--- src/rtl/mcrpm_pkg.sv ---
`timescale 1ns / 1ps
// ----------------------------------------------------------------------------
// mcrpm_pkg
// Shared types and codes for the ring pointer manager.
// ----------------------------------------------------------------------------
package mcrpm_pkg;

   localparam int MAX_PRODUCERS_DEF = 8;
   localparam int MAX_CONSUMERS_DEF = 8;
   localparam int POS_BITS_DEF      = 48;

   localparam int ACT_W    = 4;
   localparam int CLIENT_W = 3;
   localparam int AMT_W    = 47;
   localparam int OPOS_W   = 48;
   localparam int CSR_IDX_W = 1;

   localparam logic [ACT_W-1:0] ACT_REG_PROD   = 4'd0;
   localparam logic [ACT_W-1:0] ACT_REG_CONS   = 4'd1;
   localparam logic [ACT_W-1:0] ACT_RESERVE    = 4'd2;
   localparam logic [ACT_W-1:0] ACT_Q_WRITE    = 4'd3;
   localparam logic [ACT_W-1:0] ACT_FIN_WRITE  = 4'd4;
   localparam logic [ACT_W-1:0] ACT_CLAIM      = 4'd5;
   localparam logic [ACT_W-1:0] ACT_CLAIM_ALL  = 4'd6;
   localparam logic [ACT_W-1:0] ACT_Q_READ     = 4'd7;
   localparam logic [ACT_W-1:0] ACT_FIN_READ   = 4'd8;

   localparam logic [1:0] ST_OK   = 2'd0;
   localparam logic [1:0] ST_WAIT = 2'd1;
   localparam logic [1:0] ST_DOWN = 2'd2;
   localparam logic [1:0] ST_ERR  = 2'd3;

   localparam logic [CSR_IDX_W-1:0] CSR_RING_SIZE = 1'd0;
   localparam logic [CSR_IDX_W-1:0] CSR_SHUT_DOWN = 1'd1;

   typedef struct packed {
      logic [ACT_W-1:0]    action;
      logic [CLIENT_W-1:0] client;
      logic [AMT_W-1:0]    amount;
   } req_type;

   typedef struct packed {
      logic [1:0]        status;
      logic [OPOS_W-1:0] position;
      logic [AMT_W-1:0]  avail;
   } rsp_type;

   // scan control between sequencer and min unit
   typedef struct packed {
      logic start;
      logic prod_side;
   } scan_ctl_type;

endpackage

--- src/rtl/mcrpm_min_scan.sv ---
`timescale 1ns / 1ps
// ----------------------------------------------------------------------------
// mcrpm_min_scan
// Shared distance/compare unit: walks one slot per cycle and keeps the
// minimum distance from the read back pointer.
// ----------------------------------------------------------------------------
module mcrpm_min_scan #(
   parameter int SLOTS    = mcrpm_pkg::MAX_PRODUCERS_DEF,
   parameter int POS_BITS = mcrpm_pkg::POS_BITS_DEF
) (
   input  logic                      clock,
   input  logic                      reset,
   input  mcrpm_pkg::scan_ctl_type   ctl,
   input  logic [POS_BITS-1:0]       seed,
   input  logic [POS_BITS-1:0]       base,
   input  logic                      slot_valid,
   input  logic [POS_BITS-1:0]       slot_pos,
   output logic [$clog2(SLOTS+1)-1:0] slot_idx,
   output logic                      done,
   output logic [POS_BITS-1:0]       best
);
   localparam int IW = $clog2(SLOTS+1);

   logic [IW-1:0]       idx_ff, idx_in;
   logic                busy_ff, busy_in;
   logic                any_ff, any_in;
   logic [POS_BITS-1:0] best_ff, best_in;
   logic [POS_BITS-1:0] d;

   assign d = slot_pos - base;

   // slot data arrives in the cycle after its index
   always_comb begin
      idx_in  = idx_ff;
      busy_in = busy_ff;
      any_in  = any_ff;
      best_in = best_ff;
      if (ctl.start) begin
         idx_in  = '0;
         busy_in = 1'b1;
         any_in  = 1'b0;
         best_in = seed - base;
         if (!ctl.prod_side) best_in = '0;
      end else if (busy_ff) begin
         if (idx_ff != '0) begin
            if (slot_valid && (!any_ff || d < best_ff)) best_in = d;
            if (slot_valid) any_in = 1'b1;
         end
         if (idx_ff == IW'(SLOTS)) busy_in = 1'b0;
         else idx_in = idx_ff + 1'b1;
      end
   end

   always_ff @(posedge clock) begin
      if (reset) begin
         busy_ff <= 1'b0;
         idx_ff  <= '0;
      end else begin
         busy_ff <= busy_in;
         idx_ff  <= idx_in;
      end
      any_ff  <= any_in;
      best_ff <= best_in;
   end

   assign slot_idx = idx_ff;
   assign done     = !busy_ff;
   assign best     = best_ff;
endmodule

--- src/rtl/multi_client_ring_pointer_manager_top.sv ---
`timescale 1ns / 1ps
// ----------------------------------------------------------------------------
// multi_client_ring_pointer_manager_top
// Ring position manager for several producers and consumers.
// Sequence: operands are read in S_RD, the request executes in S_EXEC and
//   the response is held in S_RSP; a finish write that leaves the write front
//   alone also passes S_FIN, and a finish that moves the oldest pointer walks
//   NS slots in S_SCAN/S_WAIT before S_FIN (NS the larger of MAX_PRODUCERS,
//   MAX_CONSUMERS; one slot a cycle through the shared min unit).
// Requests: one at a time; the next is accepted the cycle after the response leaves.
// Reset: synchronous, clears slot valid bits, write front and read back.
// ----------------------------------------------------------------------------
module multi_client_ring_pointer_manager_top #(
   parameter int MAX_PRODUCERS = mcrpm_pkg::MAX_PRODUCERS_DEF,
   parameter int MAX_CONSUMERS = mcrpm_pkg::MAX_CONSUMERS_DEF,
   parameter int POS_BITS      = mcrpm_pkg::POS_BITS_DEF
) (
   input  logic                                clock,
   input  logic                                reset,
   input  logic                                req_valid,
   output logic                                req_ready,
   input  mcrpm_pkg::req_type                  req_data,
   output logic                                rsp_valid,
   input  logic                                rsp_ready,
   output mcrpm_pkg::rsp_type                  rsp_data,
   input  logic                                csr_write,
   input  logic [mcrpm_pkg::CSR_IDX_W-1:0]     csr_index,
   input  logic [mcrpm_pkg::AMT_W-1:0]         csr_data
);
   localparam int PB = POS_BITS;
   localparam int AW = mcrpm_pkg::AMT_W;
   localparam int OPOS = mcrpm_pkg::OPOS_W;
   localparam int NS = (MAX_PRODUCERS > MAX_CONSUMERS) ? MAX_PRODUCERS : MAX_CONSUMERS;
   localparam int SW = $clog2(NS + 1);
   localparam int PIW = (MAX_PRODUCERS > 1) ? $clog2(MAX_PRODUCERS) : 1;
   localparam int CIW = (MAX_CONSUMERS > 1) ? $clog2(MAX_CONSUMERS) : 1;
   localparam logic [PB-1:0] AMAX = PB'({AW{1'b1}});

   localparam logic [2:0] S_IDLE = 3'd0;
   localparam logic [2:0] S_RD   = 3'd1;
   localparam logic [2:0] S_EXEC = 3'd2;
   localparam logic [2:0] S_SCAN = 3'd3;
   localparam logic [2:0] S_WAIT = 3'd4;
   localparam logic [2:0] S_FIN  = 3'd5;
   localparam logic [2:0] S_RSP  = 3'd6;

   logic [2:0] state_ff, state_in;
   mcrpm_pkg::req_type req_ff;
   mcrpm_pkg::rsp_type rsp_ff, rsp_in;

   logic [AW-1:0] ring_size_ff;
   logic          shut_down_ff;

   logic [MAX_PRODUCERS-1:0] pv_ff;
   logic [MAX_CONSUMERS-1:0] cv_ff;
   logic [PB-1:0] pcom [MAX_PRODUCERS];
   logic [PB-1:0] pres [MAX_PRODUCERS];
   logic [PB-1:0] ccl  [MAX_CONSUMERS];
   logic [PB-1:0] crel [MAX_CONSUMERS];
   logic [PB-1:0] wf_ff, rb_ff;

   // registered per-request operand reads
   logic [PB-1:0] pcom_r, pres_r, ccl_r, crel_r;
   logic [PB-1:0] slot_r;
   logic          slotv_r;

   logic          prod_side_ff;
   logic          need_scan_ff;

   mcrpm_pkg::scan_ctl_type scan_ctl;
   logic [SW-1:0] scan_idx;
   logic          scan_done;
   logic [PB-1:0] scan_best;

   logic [mcrpm_pkg::CLIENT_W-1:0] c;
   logic [PIW-1:0] pi;
   logic [CIW-1:0] ci;
   logic p_ok, c_ok;
   assign c  = req_ff.client;
   assign pi = PIW'(c);
   assign ci = CIW'(c);
   assign p_ok = (32'(c) < MAX_PRODUCERS) && pv_ff[pi];
   assign c_ok = (32'(c) < MAX_CONSUMERS) && cv_ff[ci];

   assign req_ready = (state_ff == S_IDLE);
   assign rsp_valid = (state_ff == S_RSP);
   assign rsp_data  = rsp_ff;

   // config
   always_ff @(posedge clock) begin
      if (reset) begin
         ring_size_ff <= AW'(65536);
         shut_down_ff <= 1'b0;
      end else if (csr_write) begin
         unique case (csr_index)
            mcrpm_pkg::CSR_RING_SIZE: ring_size_ff <= csr_data;
            mcrpm_pkg::CSR_SHUT_DOWN: shut_down_ff <= csr_data[0];
            default: ;
         endcase
      end
   end

   // operand read stage
   always_ff @(posedge clock) begin
      if (state_ff == S_RD) begin
         pcom_r <= pcom[pi];
         pres_r <= pres[pi];
         ccl_r  <= ccl[ci];
         crel_r <= crel[ci];
      end
      if (prod_side_ff) begin
         slotv_r <= (32'(scan_idx) < MAX_PRODUCERS) && pv_ff[PIW'(scan_idx)];
         slot_r  <= pcom[PIW'(scan_idx)];
      end else begin
         slotv_r <= (32'(scan_idx) < MAX_CONSUMERS) && cv_ff[CIW'(scan_idx)];
         slot_r  <= crel[CIW'(scan_idx)];
      end
   end

   mcrpm_min_scan #(.SLOTS(NS), .POS_BITS(PB)) u_scan (
      .clock(clock), .reset(reset), .ctl(scan_ctl),
      .seed(wf_ff), .base(rb_ff),
      .slot_valid(slotv_r), .slot_pos(slot_r),
      .slot_idx(scan_idx), .done(scan_done), .best(scan_best)
   );

   // exec combinational
   logic [PB-1:0] amt_p, base_d, used_d, have_d, rel_d, p_new;
   logic [PB:0]   sum_w;
   logic [1:0]    st;
   logic [PB-1:0] opos;
   logic [AW-1:0] oav;
   logic do_reg_p, do_reg_c, do_res, do_claim, do_fw, do_fr, need_scan;
   logic [PB-1:0] have_s;
   logic [PB-1:0] camt;

   assign amt_p  = PB'(req_ff.amount);
   assign base_d = pcom_r - rb_ff;
   assign used_d = pres_r - rb_ff;
   assign have_d = wf_ff - ccl_r;
   assign rel_d  = ccl_r - crel_r;
   assign have_s = (have_d > AMAX) ? AMAX : have_d;

   always_comb begin
      st = mcrpm_pkg::ST_ERR; opos = '0; oav = '0;
      do_reg_p = 1'b0; do_reg_c = 1'b0; do_res = 1'b0; do_claim = 1'b0;
      do_fw = 1'b0; do_fr = 1'b0; need_scan = 1'b0;
      p_new = '0; camt = amt_p; sum_w = '0;
      unique case (req_ff.action) inside
         mcrpm_pkg::ACT_REG_PROD: begin
            if (!((32'(c) < MAX_PRODUCERS) && pv_ff[pi]) && 32'(c) < MAX_PRODUCERS) begin
               st = mcrpm_pkg::ST_OK; opos = OPOS'(wf_ff); do_reg_p = 1'b1;
            end
         end
         mcrpm_pkg::ACT_REG_CONS: begin
            if (!((32'(c) < MAX_CONSUMERS) && cv_ff[ci]) && 32'(c) < MAX_CONSUMERS) begin
               st = mcrpm_pkg::ST_OK; opos = OPOS'(rb_ff); do_reg_c = 1'b1;
            end
         end
         mcrpm_pkg::ACT_FIN_WRITE: begin
            sum_w = {1'b0, base_d} + {1'b0, amt_p};
            if (p_ok && amt_p != '0 && base_d <= PB'(ring_size_ff)
                && sum_w <= (PB+1)'(ring_size_ff)) begin
               st = mcrpm_pkg::ST_OK; p_new = pcom_r + amt_p;
               opos = OPOS'(p_new); do_fw = 1'b1; need_scan = (pcom_r == wf_ff);
            end
         end
         mcrpm_pkg::ACT_RESERVE, mcrpm_pkg::ACT_Q_WRITE: begin
            sum_w = {1'b0, used_d} + {1'b0, amt_p};
            if (p_ok && !(req_ff.action == mcrpm_pkg::ACT_RESERVE && amt_p == '0)
                && used_d <= PB'(ring_size_ff)) begin
               if (shut_down_ff) st = mcrpm_pkg::ST_DOWN;
               else if (req_ff.action == mcrpm_pkg::ACT_Q_WRITE) begin
                  st = mcrpm_pkg::ST_OK; opos = OPOS'(pres_r);
                  oav = AW'(PB'(ring_size_ff) - used_d);
               end else if (sum_w > (PB+1)'(ring_size_ff)) st = mcrpm_pkg::ST_WAIT;
               else begin
                  st = mcrpm_pkg::ST_OK; opos = OPOS'(pres_r); oav = req_ff.amount;
                  p_new = pres_r + amt_p; do_res = 1'b1;
               end
            end
         end
         mcrpm_pkg::ACT_FIN_READ: begin
            if (c_ok && amt_p != '0 && !(rel_d < amt_p)) begin
               st = mcrpm_pkg::ST_OK; p_new = crel_r + amt_p;
               opos = OPOS'(p_new); do_fr = 1'b1; need_scan = (crel_r == rb_ff);
            end
         end
         mcrpm_pkg::ACT_CLAIM, mcrpm_pkg::ACT_CLAIM_ALL, mcrpm_pkg::ACT_Q_READ: begin
            if (c_ok && !(req_ff.action == mcrpm_pkg::ACT_CLAIM && amt_p == '0)) begin
               if (shut_down_ff) st = mcrpm_pkg::ST_DOWN;
               else if (req_ff.action == mcrpm_pkg::ACT_Q_READ) begin
                  if (have_s < amt_p) st = mcrpm_pkg::ST_WAIT;
                  else begin
                     st = mcrpm_pkg::ST_OK; opos = OPOS'(ccl_r); oav = AW'(have_s);
                  end
               end else begin
                  if (req_ff.action == mcrpm_pkg::ACT_CLAIM_ALL) camt = have_s;
                  if (camt == '0 || have_s < camt) st = mcrpm_pkg::ST_WAIT;
                  else begin
                     st = mcrpm_pkg::ST_OK; opos = OPOS'(ccl_r); oav = AW'(camt);
                     p_new = ccl_r + camt; do_claim = 1'b1;
                  end
               end
            end
         end
         default: ;
      endcase
   end

   // sequencer
   always_comb begin
      state_in = state_ff;
      scan_ctl = '0;
      scan_ctl.prod_side = prod_side_ff;
      unique case (state_ff)
         S_IDLE: if (req_valid) state_in = S_RD;
         S_RD:   state_in = S_EXEC;
         S_EXEC: begin
            if (need_scan) begin
               scan_ctl.start = 1'b1;
               scan_ctl.prod_side = do_fw;
               state_in = S_SCAN;
            end else if (do_fw) state_in = S_FIN;
            else state_in = S_RSP;
         end
         S_SCAN: state_in = S_WAIT;
         S_WAIT: if (scan_done) state_in = S_FIN;
         S_FIN:  state_in = S_RSP;
         S_RSP:  if (rsp_ready) state_in = S_IDLE;
         default: state_in = S_IDLE;
      endcase
   end

   assign rsp_in = '{status: st, position: opos, avail: oav};

   always_ff @(posedge clock) begin
      if (reset) begin
         state_ff <= S_IDLE;
         pv_ff <= '0;
         cv_ff <= '0;
         wf_ff <= '0;
         rb_ff <= '0;
         prod_side_ff <= 1'b1;
      end else begin
         state_ff <= state_in;
         if (state_ff == S_EXEC) begin
            prod_side_ff <= do_fw;
            if (do_reg_p) pv_ff[pi] <= 1'b1;
            if (do_reg_c) cv_ff[ci] <= 1'b1;
         end
         if (state_ff == S_FIN) begin
            if (prod_side_ff) begin
               if (need_scan_ff) begin
                  wf_ff <= rb_ff + scan_best;
                  if (cv_ff == '0) rb_ff <= rb_ff + scan_best;
               end else if (cv_ff == '0) rb_ff <= wf_ff;
            end else begin
               rb_ff <= rb_ff + scan_best;
            end
         end
      end
   end

   always_ff @(posedge clock) begin
      if (state_ff == S_IDLE && req_valid) req_ff <= req_data;
      if (state_ff == S_EXEC) begin
         rsp_ff <= rsp_in;
         need_scan_ff <= need_scan;
         if (do_reg_p) begin pcom[pi] <= wf_ff; pres[pi] <= wf_ff; end
         if (do_reg_c) begin ccl[ci] <= rb_ff; crel[ci] <= rb_ff; end
         if (do_res)   pres[pi] <= p_new;
         if (do_fw)    pcom[pi] <= p_new;
         if (do_claim) ccl[ci]  <= p_new;
         if (do_fr)    crel[ci] <= p_new;
      end
   end
endmodule

--- config.mk ---
export PLATFORM = sky130hd
export DESIGN_NAME = multi_client_ring_pointer_manager_top
export DESIGN_NICKNAME = d
export VERILOG_FILES = /design/src/rtl/mcrpm_pkg.sv /design/src/rtl/mcrpm_min_scan.sv /design/src/rtl/multi_client_ring_pointer_manager_top.sv
export SDC_FILE = /design/constraint.sdc
export NUM_CORES = 2
export LEC_CHECK = 0
export BUFFER_PORTS_ARGS = -buffer_cell sky130_fd_sc_hd__clkbuf_2
export CAP_MARGIN = 30
export CORE_ASPECT_RATIO = 1.4
export CORE_UTILIZATION = 30
export CTS_BUF_LIST = sky130_fd_sc_hd__clkbuf_4
export CTS_CLUSTER_SIZE = 20
export DETAILED_ROUTE_END_ITERATION = 6
export PLACE_DENSITY_LB_ADDON = 0.15
export SLEW_MARGIN = 20
export SYNTH_ARGS = -nofsm -noshare
export SYNTH_HDL_FRONTEND = slang
export SYNTH_SLANG_ARGS = --single-unit
--- constraint.sdc ---
create_clock -name clock -period 19.65 [get_ports clock]
set_input_delay 1.965 -clock clock [delete_from_list [all_inputs] [get_ports clock]]
set_output_delay 1.965 -clock clock [all_outputs]
set_load 0.05 [all_outputs]
==> results.json <==
{
  "maxUsedRoutingLayer": "met5",
  "dieArea_mm2": 0.4382,
  "clockBufferDepth": 4,
  "path_clk_slew_ns": 0.08,
  "worstPathArrival_ns": 14.09,
  "avgSynthCellArea_um2": 11.18,
  "syn_area_mm2": 0.1306,
  "clk-insertion-delay-late_ns": 1.77,
  "dr_wl_met3_um": 47370,
  "num-fill-cells": 43690,
  "max_freq_ghz": 0.07709,
  "cts_resized": 0,
  "synth_cells": 11680,
  "ant_nets": 0,
  "clock-root-buffer": "clkbuf_4",
  "final_cells": 18620,
  "drt_iter0_drc": 12030,
  "cts_hold_buffers": 0,
  "end_kind": "register",
  "p_leak_nw": 54.98,
  "synth_edf_count": 1928,
  "post-cts-setup-buffers": 0,
  "drv_cap": 0,
  "start_util": 0.3015,
  "r2r-start": "rb_ff[0]",
  "grt_max_degree": 86,
  "final_common_cell": "edfxtp_1",
  "overflow": 0,
  "row_count": 286,
  "r2r-end": "pcom[7][32]",
  "routed-wl-met2_um": 328600,
  "maxSlewHeadroom": 0.1904,
  "finalSetupTns_ns": 0,
  "htreeDepth": 6,
  "antenna_found_initial": 67,
  "r2r_setup_slack_ns": 6.68,
  "drt-met1-wl_um": 261200,
  "finalCritPeriodShare": 0.6601,
  "layout-drive-gt1-share": 0.1574,
  "ys.flop_type": "edfxtp_1",
  "timing.hold.ws_ns": 0.3646,
  "synth-seq-area-share": 0.4772,
  "dp_slack_ns": 7.035,
  "status": "finished with violations",
  "final_util": 0.3426,
  "min_path_cells": 2,
  "ys_seq_elements": 2150,
  "layout_common_cells": "1,928 x edfxtp_1, 1,036 x ha_1, 899 x a21oi_1",
  "area_growth_pct": 13.64,
  "grt.total_usage": 0.3096,
  "violations": "design-rule violations",
  "vdd_ir_drop_max_mv": 0.09244,
  "finalHoldViolCount": 0,
  "io_pins": 206,
  "critical_path_class": "register to register",
  "die_x_um": 559.7,
  "gp_congestion": 1.054,
  "wirelength_um": 701600,
  "worst-endpoint-required_ns": 20.77,
  "hpwlAfterDp_um": 539100,
  "rsz0062_at_grt": "no",
  "chipHeight_um": 782.8,
  "async_reset_ff_frac": 0,
  "cts_sinks": 2150,
  "hold_end": "crel_r[38]",
  "critPathSlowestCell": "a311oi_1",
  "cp-start-kind": "register",
  "portBuffers": 205,
  "cp_max_fo": 28,
  "vias": 111300,
  "fin_crit_ns": 12.97,
  "clock_skew_ns": 0.2877,
  "fin_ws_ns": 6.678,
  "hp-start": "crel[2][38]",
  "numCtsBuffers": 554,
  "synthDistinctLibCells": 108,
  "detail_route.wl_per_cell_um": 37.69,
  "setup_viol": 0,
  "tightest_slew_ns": 1.213,
  "drc_errors": 116,
  "powerDensity_mw_per_mm2": 119.2,
  "rr_worst_depth": 40,
  "synth_nets": 12840,
  "grt_pass1_vias": 110400,
  "cp_slowest_stage_delay_ns": 0.83,
  "cts_tree": "built",
  "vias_per_cell": 5.978,
  "grt_pass1_wl_um": 932300,
  "fp.coreArea_mm2": 0.4333,
  "firstDrtPassIters": 7,
  "fin_nets": 13490,
  "hp-class": "register to register",
  "slew_violations": 0,
  "dp.cells": 17520,
  "ys_warn_count": 0
}
[critical path: cells and delay by family, from the launching register on]
family                   cells  cell delay (ns)
buffers and inverters        5             1.81
XOR/XNOR                     2             0.58
adder cells (fa/ha/maj)      4             1.39
AO/OA/AOI/OAI               16             4.96
AND/OR/NAND/NOR             13             3.11
flip-flops                   1             0.48
[how the worst max path moves through the flow]
stage | endpoint | start | slack (ns)
floorplan | ccl_r[0] | state_ff[2] | 4.17
global placement | pcom[6][1] | rb_ff[0] | 5.84
detailed placement | pres[0][4] | rb_ff[1] | 7.04
CTS | pcom[7][32] | rb_ff[0] | 6.92
global route | pcom[7][32] | rb_ff[0] | 6.28
finish | pcom[7][32] | rb_ff[0] | 6.68
[cells in the mapped netlist (222+ instances only)]
cell type	n	area, um2
o21ai_0	535	2678
nand4_1	350	2190
ha_1	1036	12960
clkbuf_1	431	1618
inv_1	557	2091
a21o_1	422	3168
a21oi_1	901	4509
nor2_1	590	2215
xnor2_1	423	3705
dfxtp_1	222	4444
mux4_2	245	5518
a22oi_1	832	6246
edfxtp_1	1928	57900
xor2_1	268	2347
nand2_1	717	2691
[report_power, final]
group	internal [mW]	switching, mW
combinational	2.71	5.30
sequential	5.18	0.386
clock	2.07	2.05
total	9.96	7.74
[area by class of cell]
cell class,count,area (um2),share of cell area
Clock buffer,790,5931,0.03995
Multi-Input combinational cell,8450,64770,0.4363
Sequential cell,2150,62350,0.4200
Tap cell,5760,7207,0.04854
Inverter,558,2100,0.01414
Clock inverter,203,1354,0.009118
Antenna cell,84,210.2,0.001416
Timing Repair Buffer,621,4538,0.03057
[cell families (layout without fill, tap and decap cells)]
family,Yosys count,count (layout),synth area share
compound gates,3765,3765,0.1933
buf+inv,1082,2172,0.03198
other cells,0,84,0
fa+ha+maj,1050,1050,0.1014
mux,362,362,0.05199
simple gates,2581,2581,0.09772
flops,2150,2150,0.4772
xor+xnor,692,692,0.04650
[per-layer routing]
layer	up-vias	GRT usage
met5	-	0
met4	12	0.2513
met3	1503	0.04635
met2	5861	0.5116
met1	56610	0.3572
li1	47300	-
[metrics by stage]
stage / cell area, um2 / total power [mW]
2_1_floorplan: 130600 / 10.26
3_3_place_gp: 140100 / 13.46
3_5_place_dp: 140700 / 13.45
4_1_cts: 148000 / 17.62
5_1_grt: 148400 / 18.43
6_report: 148500 / 17.70
[registers in the layout (all words and copies together) (netlist names), 97 cells and up, named ones only]
signal / count
ccl: 384
crel: 384
pcom: 384
pres: 384
rsp_data: 97
(Power assumes the default switching activity.)
